<file path="src/hdl/cpf_pkg.sv">
// Shared types and constants of the Coulomb pair force block.
// Holds the word layouts, the controller command set and the saturating adder.
// Depends on nothing.
`default_nettype none

package cpf_pkg;

	// Widest slot index that the parameter range needs.
	localparam int IDX_W = 6;

	// Action codes of an input word.
	localparam logic ACT_LOAD    = 1'b0;
	localparam logic ACT_COMPUTE = 1'b1;

	// Configuration register indexes.
	localparam logic REG_COULOMB_GAIN = 1'b0;
	localparam logic REG_DRAG_COEFF   = 1'b1;

	typedef struct packed {
		logic               action;
		logic [3:0]         body_index;
		logic               present;
		logic signed [31:0] position_x;
		logic signed [31:0] position_y;
		logic signed [15:0] charge;
		logic signed [31:0] speed_x;
		logic signed [31:0] speed_y;
	} item_t;

	typedef struct packed {
		logic [3:0]         slot;
		logic               occupied;
		logic signed [47:0] force_x;
		logic signed [47:0] force_y;
		logic               last;
	} result_t;

	// One stored body.
	typedef struct packed {
		logic [31:0] pos_x;
		logic [31:0] pos_y;
		logic [15:0] charge;
		logic [31:0] vel_x;
		logic [31:0] vel_y;
	} body_t;

	typedef enum logic [4:0] {
		OP_NONE,
		OP_LOAD,
		OP_BEGIN,
		OP_SELF,
		OP_READ_PEER,
		OP_PEER,
		OP_SQX,
		OP_SQY,
		OP_SQRT,
		OP_DEN,
		OP_KQ,
		OP_NUMX,
		OP_DIVX,
		OP_ADDX,
		OP_NUMY,
		OP_DIVY,
		OP_ADDY,
		OP_DRGX,
		OP_DRGY,
		OP_DRGE,
		OP_EMIT
	} op_t;

	typedef struct packed {
		op_t              op;
		logic [IDX_W-1:0] self_idx;
		logic [IDX_W-1:0] peer_idx;
	} cmd_t;

	typedef struct packed {
		logic busy;
		logic r2_zero;
		logic self_present;
		logic peer_present;
		logic out_full;
	} stat_t;

	// Adds a signed 50-bit term to a 48-bit accumulator and clamps the sum.
	function automatic logic [47:0] sat_add48(input logic [47:0] acc, input logic [49:0] term);
		logic [50:0] s;
		s = {{3{acc[47]}}, acc} + {term[49], term};
		if (s[50:47] == 4'b0000 || s[50:47] == 4'b1111) begin
			return s[47:0];
		end else if (s[50]) begin
			return 48'h8000_0000_0000;
		end else begin
			return 48'h7fff_ffff_ffff;
		end
	endfunction

endpackage

`default_nettype wire

</file>
<file path="src/hdl/cpf_ctrl.sv">
// Sequencing state machine of the Coulomb pair force block.
// Uses cpf_pkg for the command and status types; drives cpf_dp.
`default_nettype none

module cpf_ctrl #(
	parameter int MAX_BODIES = 16
) (
	input  logic           clk,
	input  logic           arst_n,
	input  logic           item_valid,
	input  logic           item_action,
	output logic           item_ready,
	input  cpf_pkg::stat_t stat,
	output cpf_pkg::cmd_t  cmd
);

	localparam int IW = $clog2(MAX_BODIES);
	localparam logic [IW-1:0] LAST = IW'(MAX_BODIES - 1);

	typedef enum logic [20:0] {
		S_IDLE  = 21'h000001,
		S_BEGIN = 21'h000002,
		S_SELF  = 21'h000004,
		S_PICK  = 21'h000008,
		S_PEER  = 21'h000010,
		S_SQX   = 21'h000020,
		S_SQY   = 21'h000040,
		S_ZCHK  = 21'h000080,
		S_DEN   = 21'h000100,
		S_KQ    = 21'h000200,
		S_NUMX  = 21'h000400,
		S_DIVX  = 21'h000800,
		S_ADDX  = 21'h001000,
		S_NUMY  = 21'h002000,
		S_DIVY  = 21'h004000,
		S_ADDY  = 21'h008000,
		S_NEXT  = 21'h010000,
		S_DRG0  = 21'h020000,
		S_DRG1  = 21'h040000,
		S_DRG2  = 21'h080000,
		S_EMIT  = 21'h100000
	} state_t;

	state_t state_q, state_d;
	logic [IW-1:0] b_q, b_d, p_q, p_d;
	cpf_pkg::op_t op;

	assign item_ready = (state_q == S_IDLE);
	assign cmd.op = op;
	assign cmd.self_idx = cpf_pkg::IDX_W'(b_q);
	assign cmd.peer_idx = cpf_pkg::IDX_W'(p_q);

	always_comb begin
		state_d = state_q;
		b_d = b_q;
		p_d = p_q;
		op = cpf_pkg::OP_NONE;
		unique case (state_q)
			S_IDLE: begin
				if (item_valid) begin
					if (item_action == cpf_pkg::ACT_LOAD) begin
						op = cpf_pkg::OP_LOAD;
					end else begin
						b_d = '0;
						state_d = S_BEGIN;
					end
				end
			end
			S_BEGIN: begin
				op = cpf_pkg::OP_BEGIN;
				state_d = S_SELF;
			end
			S_SELF: begin
				op = cpf_pkg::OP_SELF;
				p_d = '0;
				state_d = stat.self_present ? S_PICK : S_EMIT;
			end
			S_PICK: begin
				if (p_q == b_q || !stat.peer_present) begin
					state_d = S_NEXT;
				end else begin
					op = cpf_pkg::OP_READ_PEER;
					state_d = S_PEER;
				end
			end
			S_PEER: begin
				op = cpf_pkg::OP_PEER;
				state_d = S_SQX;
			end
			S_SQX: begin
				op = cpf_pkg::OP_SQX;
				state_d = S_SQY;
			end
			S_SQY: begin
				if (!stat.busy) begin
					op = cpf_pkg::OP_SQY;
					state_d = S_ZCHK;
				end
			end
			S_ZCHK: begin
				if (!stat.busy) begin
					if (stat.r2_zero) begin
						state_d = S_NEXT;
					end else begin
						op = cpf_pkg::OP_SQRT;
						state_d = S_DEN;
					end
				end
			end
			S_DEN: begin
				if (!stat.busy) begin
					op = cpf_pkg::OP_DEN;
					state_d = S_KQ;
				end
			end
			S_KQ: begin
				if (!stat.busy) begin
					op = cpf_pkg::OP_KQ;
					state_d = S_NUMX;
				end
			end
			S_NUMX: begin
				op = cpf_pkg::OP_NUMX;
				state_d = S_DIVX;
			end
			S_DIVX: begin
				if (!stat.busy) begin
					op = cpf_pkg::OP_DIVX;
					state_d = S_ADDX;
				end
			end
			S_ADDX: begin
				if (!stat.busy) begin
					op = cpf_pkg::OP_ADDX;
					state_d = S_NUMY;
				end
			end
			S_NUMY: begin
				op = cpf_pkg::OP_NUMY;
				state_d = S_DIVY;
			end
			S_DIVY: begin
				if (!stat.busy) begin
					op = cpf_pkg::OP_DIVY;
					state_d = S_ADDY;
				end
			end
			S_ADDY: begin
				if (!stat.busy) begin
					op = cpf_pkg::OP_ADDY;
					state_d = S_NEXT;
				end
			end
			S_NEXT: begin
				if (p_q == LAST) begin
					state_d = S_DRG0;
				end else begin
					p_d = p_q + 1'b1;
					state_d = S_PICK;
				end
			end
			S_DRG0: begin
				op = cpf_pkg::OP_DRGX;
				state_d = S_DRG1;
			end
			S_DRG1: begin
				op = cpf_pkg::OP_DRGY;
				state_d = S_DRG2;
			end
			S_DRG2: begin
				op = cpf_pkg::OP_DRGE;
				state_d = S_EMIT;
			end
			S_EMIT: begin
				if (!stat.out_full) begin
					op = cpf_pkg::OP_EMIT;
					if (b_q == LAST) begin
						state_d = S_IDLE;
					end else begin
						b_d = b_q + 1'b1;
						state_d = S_BEGIN;
					end
				end
			end
			default: begin
				state_d = S_IDLE;
			end
		endcase
	end

	always_ff @(posedge clk or negedge arst_n) begin
		if (!arst_n) begin
			state_q <= S_IDLE;
			b_q <= '0;
			p_q <= '0;
		end else begin
			state_q <= state_d;
			b_q <= b_d;
			p_q <= p_d;
		end
	end

endmodule

`default_nettype wire

</file>
<file path="config.mk">
export PLATFORM = sky130hd
export DESIGN_NAME = cpf_ctrl
export DESIGN_NICKNAME = d
export VERILOG_FILES = /design/src/hdl/cpf_pkg.sv /design/src/hdl/cpf_ctrl.sv
export SDC_FILE = /design/constraint.sdc
export NUM_CORES = 1
export LEC_CHECK = 0
export ABC_CLOCK_PERIOD_IN_PS = 6600
export BUFFER_PORTS_ARGS = -buffer_cell sky130_fd_sc_hd__buf_2
export CAP_MARGIN = 15
export CORE_ASPECT_RATIO = 2
export CORE_UTILIZATION = 40
export CTS_CLUSTER_DIAMETER = 50
export DETAILED_ROUTE_END_ITERATION = 7
export PLACE_DENSITY = 0.65
export SKIP_CTS_REPAIR_TIMING = 1
export SLEW_MARGIN = 20
export SYNTH_ARGS = -nofsm -noshare
export SYNTH_HDL_FRONTEND = slang
export SYNTH_SLANG_ARGS = --single-unit
</file>
<file path="constraint.sdc">
create_clock -name clk -period 6.6 [get_ports clk]
set_input_delay 0 -clock clk [delete_from_list [all_inputs] [get_ports clk]]
set_output_delay 0 -clock clk [all_outputs]
set_load 0.02 [all_outputs]
</file>
==> impl_metrics.yaml <==
timing:
  setup_ws_ns: 3.721
  max-slew-margin-rel_pct: 35.09
  setup_tns_ns: 0
  worst_slew_pin_slew_ns: 0.9647
  rsz0062_at_grt: "no"
  period_share_pct: 43.63
  fin_skew_ns: 0.01149
  finalMaxSlewViolations: 0
  timing.final.hold_violations: 1
  hold_slack_ns: -0.004955
  fin_crit_ns: 2.879
  setup_viol: 0
  max_freq_mhz: 347.3
clocking:
  root_buffer: "clkbuf_8"
  clock_path_buffers: 2
  clk_pin_slew_worst_paths_ns: 0.07
  numCtsBuffers: 5
  htree_num_levels: 2
  clock_latency_ns: 0.28
  cts_tree: "built"
  clock_sinks: 29
synthesis:
  synth_edf_count: 0
  synth.distinct_cells: 57
  yosys_register_bits: 29
  yosysWarnings: 0
  synth_compound_area_share_pct: 13.08
  synth-xor-area-share_pct: 6.158
  synth_fa_ha_area_share_pct: 1.173
  synthCells: 245
  synth_top_family_by_area: "simple AND/OR/NAND/NOR gates"
  ys_async_sr_fraction_pct: 100.0
  ys.flop_type: "dfrtp_1"
  synth-simple-area-share_pct: 37.60
  syn_area_per_cell_um2: 8.707
  synthesis.area_um2: 2133
  yosysSeqAreaShare_pct: 34.08
  synth.area.mux_share_pct: 1.584
floorplan:
  start_util_pct: 41.51
  coreArea_um2: 5139
  fp.dieArea_um2: 5647
  io_pins: 27
  num_rows: 37
  dieHeight_um: 105.3
  dieWidth_um: 53.64
grt:
  antenna_found_initial: 0
  grt_usage_pct: 25.20
  grt_overflow: 0
  grt_pass1_wl_um: 10050
  first_global_vias: 1965
  grt_max_degree: 30
placed_design:
  place_hpwl_um: 4815
  io_buffers: 22
  postPlaceCellArea_um2: 2222
  pre_cts_ws_ns: 3.930
  gp_congestion: 0.9451
  post-place-cells: 309
cells_and_area:
  syn2layout_area_growth_pct: 9.853
  final_common_cell: "dfrtp_1"
  nets: 271
  instances_no_fill: 319
  diodes: 0
  area.sequential_um2: 726.9
  multi_input_area_um2: 1286
  fillCellCount: 501
  drive_gt1_share_pct: 17.62
  layout_common_cells: "dfrtp_1, nor2_1, buf_2"
  design_area_um2: 2344
min_path:
  holdPathStages: 2
  holdCritPathClass: "primary input to flip-flop"
detailed_routing:
  routed_wl_um: 6191
  drtIter0Drc: 82
  via_per_inst: 6.379
  dr.pass1.iters: 4
  dr_total_vias: 2035
  postRouteAntennaNets: 0
  drc: 0
  routedWlPerCell_um: 19.41
run:
  max-cap-violations: 0
pwr:
  p_leak_nw: 1.180
  power_density_nw_per_um2: 250.4
  power.total_w: 0.0005868
  peakVddDrop_v: 0.0001475
setup_path:
  end_kind: "output port"
  cp.arrival_ns: 2.88
  rr_worst_depth: 6
  start_kind: "flip-flop"
  path_max_fanout: 7
  cp.required_ns: 6.60
  path_class: "flip-flop to output port"
outcome:
  outcome: "complete, but fails checks"
  violations: "negative hold slack"
## flip-flops by register name, summed over array words and instances (netlist names)
name,cells
state_q,21
b_q,4
p_q,4
## layout make-up
cell class / count / share of cell area [%]
flip-flops and latches: 29 / 31.02
repair buffers: 24 / 5.553
inverters: 7 / 1.121
multi-input cells: 193 / 54.89
clock inverters: 1 / 0.2136
clock buffers: 7 / 4.111
well taps: 58 / 3.097
## stage by stage
stage	hold WS, ns	util, %
2_1_floorplan	-0.2956	-
3_3_place_gp	0.08167	43.24
3_5_place_dp	0.08092	43.24
4_1_cts	-0.2211	45.22
5_1_grt	0.01053	45.61
6_report	-0.004955	45.61
## cells by family (layout without fill, tap and decap cells)
family | Yosys count | after routing
mux | 3 | 3
other cells | 1 | 4
fa+ha+maj | 2 | 2
flops | 29 | 29
xor+xnor | 15 | 15
buf+inv | 26 | 39
compound gates | 38 | 38
simple gates | 131 | 131
## synth_stat cells (all sizes together) (2+ instances only)
cell type,n,area (um^2)
or4,8,63.81
buf,11,73.82
or3,4,25.02
nor2,24,90.09
o21a,2,15.01
nand4,7,43.79
a21oi,4,20.02
nor4b,5,43.79
nor2b,2,20.02
or4b,3,30.03
nand2b,3,18.77
inv,7,26.28
nand3,18,95.09
clkbuf,8,31.28
and2,2,12.51
ha,2,25.02
xor2,9,78.83
a21o,4,30.03
dfrtp,28,700.7
o21ai,10,50.04
a31oi,2,12.51
o211ai,2,20.02
a31o,2,17.52
and3,5,31.28
nand2,16,60.06
nor4,16,163.9
mux2,3,33.78
nor3,14,70.07
xnor2,6,52.55
nand3b,2,15.01
o31ai,2,15.01
## final timing paths
| path | from | endpoint | slack, ns |
|---|---|---|---|
| min reg2reg | state_q[0] | state_q[0] | 0.55 |
| min in group asynchronous | arst_n | state_q[3] | 0.28 |
| min | stat[0] | state_q[1] | -0.005 |
| max | state_q[2] | cmd[13] | 3.72 |
| max in group asynchronous | arst_n | p_q[2] | 5.87 |
| max reg2reg | state_q[9] | state_q[15] | 3.88 |
## where the power goes
group          internal, W  total (W)  leakage [nW]  switching, W
clock            0.0000941   0.000163        0.0542     0.0000687
combinational    0.0000741   0.000220         0.725      0.000146
sequential        0.000189   0.000204         0.401     0.0000150
total             0.000357   0.000587          1.18      0.000229
## routing by layer
metal	share of wire (%)	global-route usage, %	wire length (um)	vias up
met2	53	41.79	3298	99
met3	5.1	3.608	316	40
met4	7.7	20.11	474	0
met1	34	26.46	2101	962
met5	0	0	0	-
li1	-	-	-	934
## worst max-delay path, stage by stage (launching register included)
cell and delay (ns):
dfrtp_1 0.44, nor4_1 0.62, nand3_1 0.16, or3_1 0.46, nor4b_1 0.49, nor3_1 0.08
o21ai_0 0.15, buf_2 0.19
(Power assumes the default switching activity.)
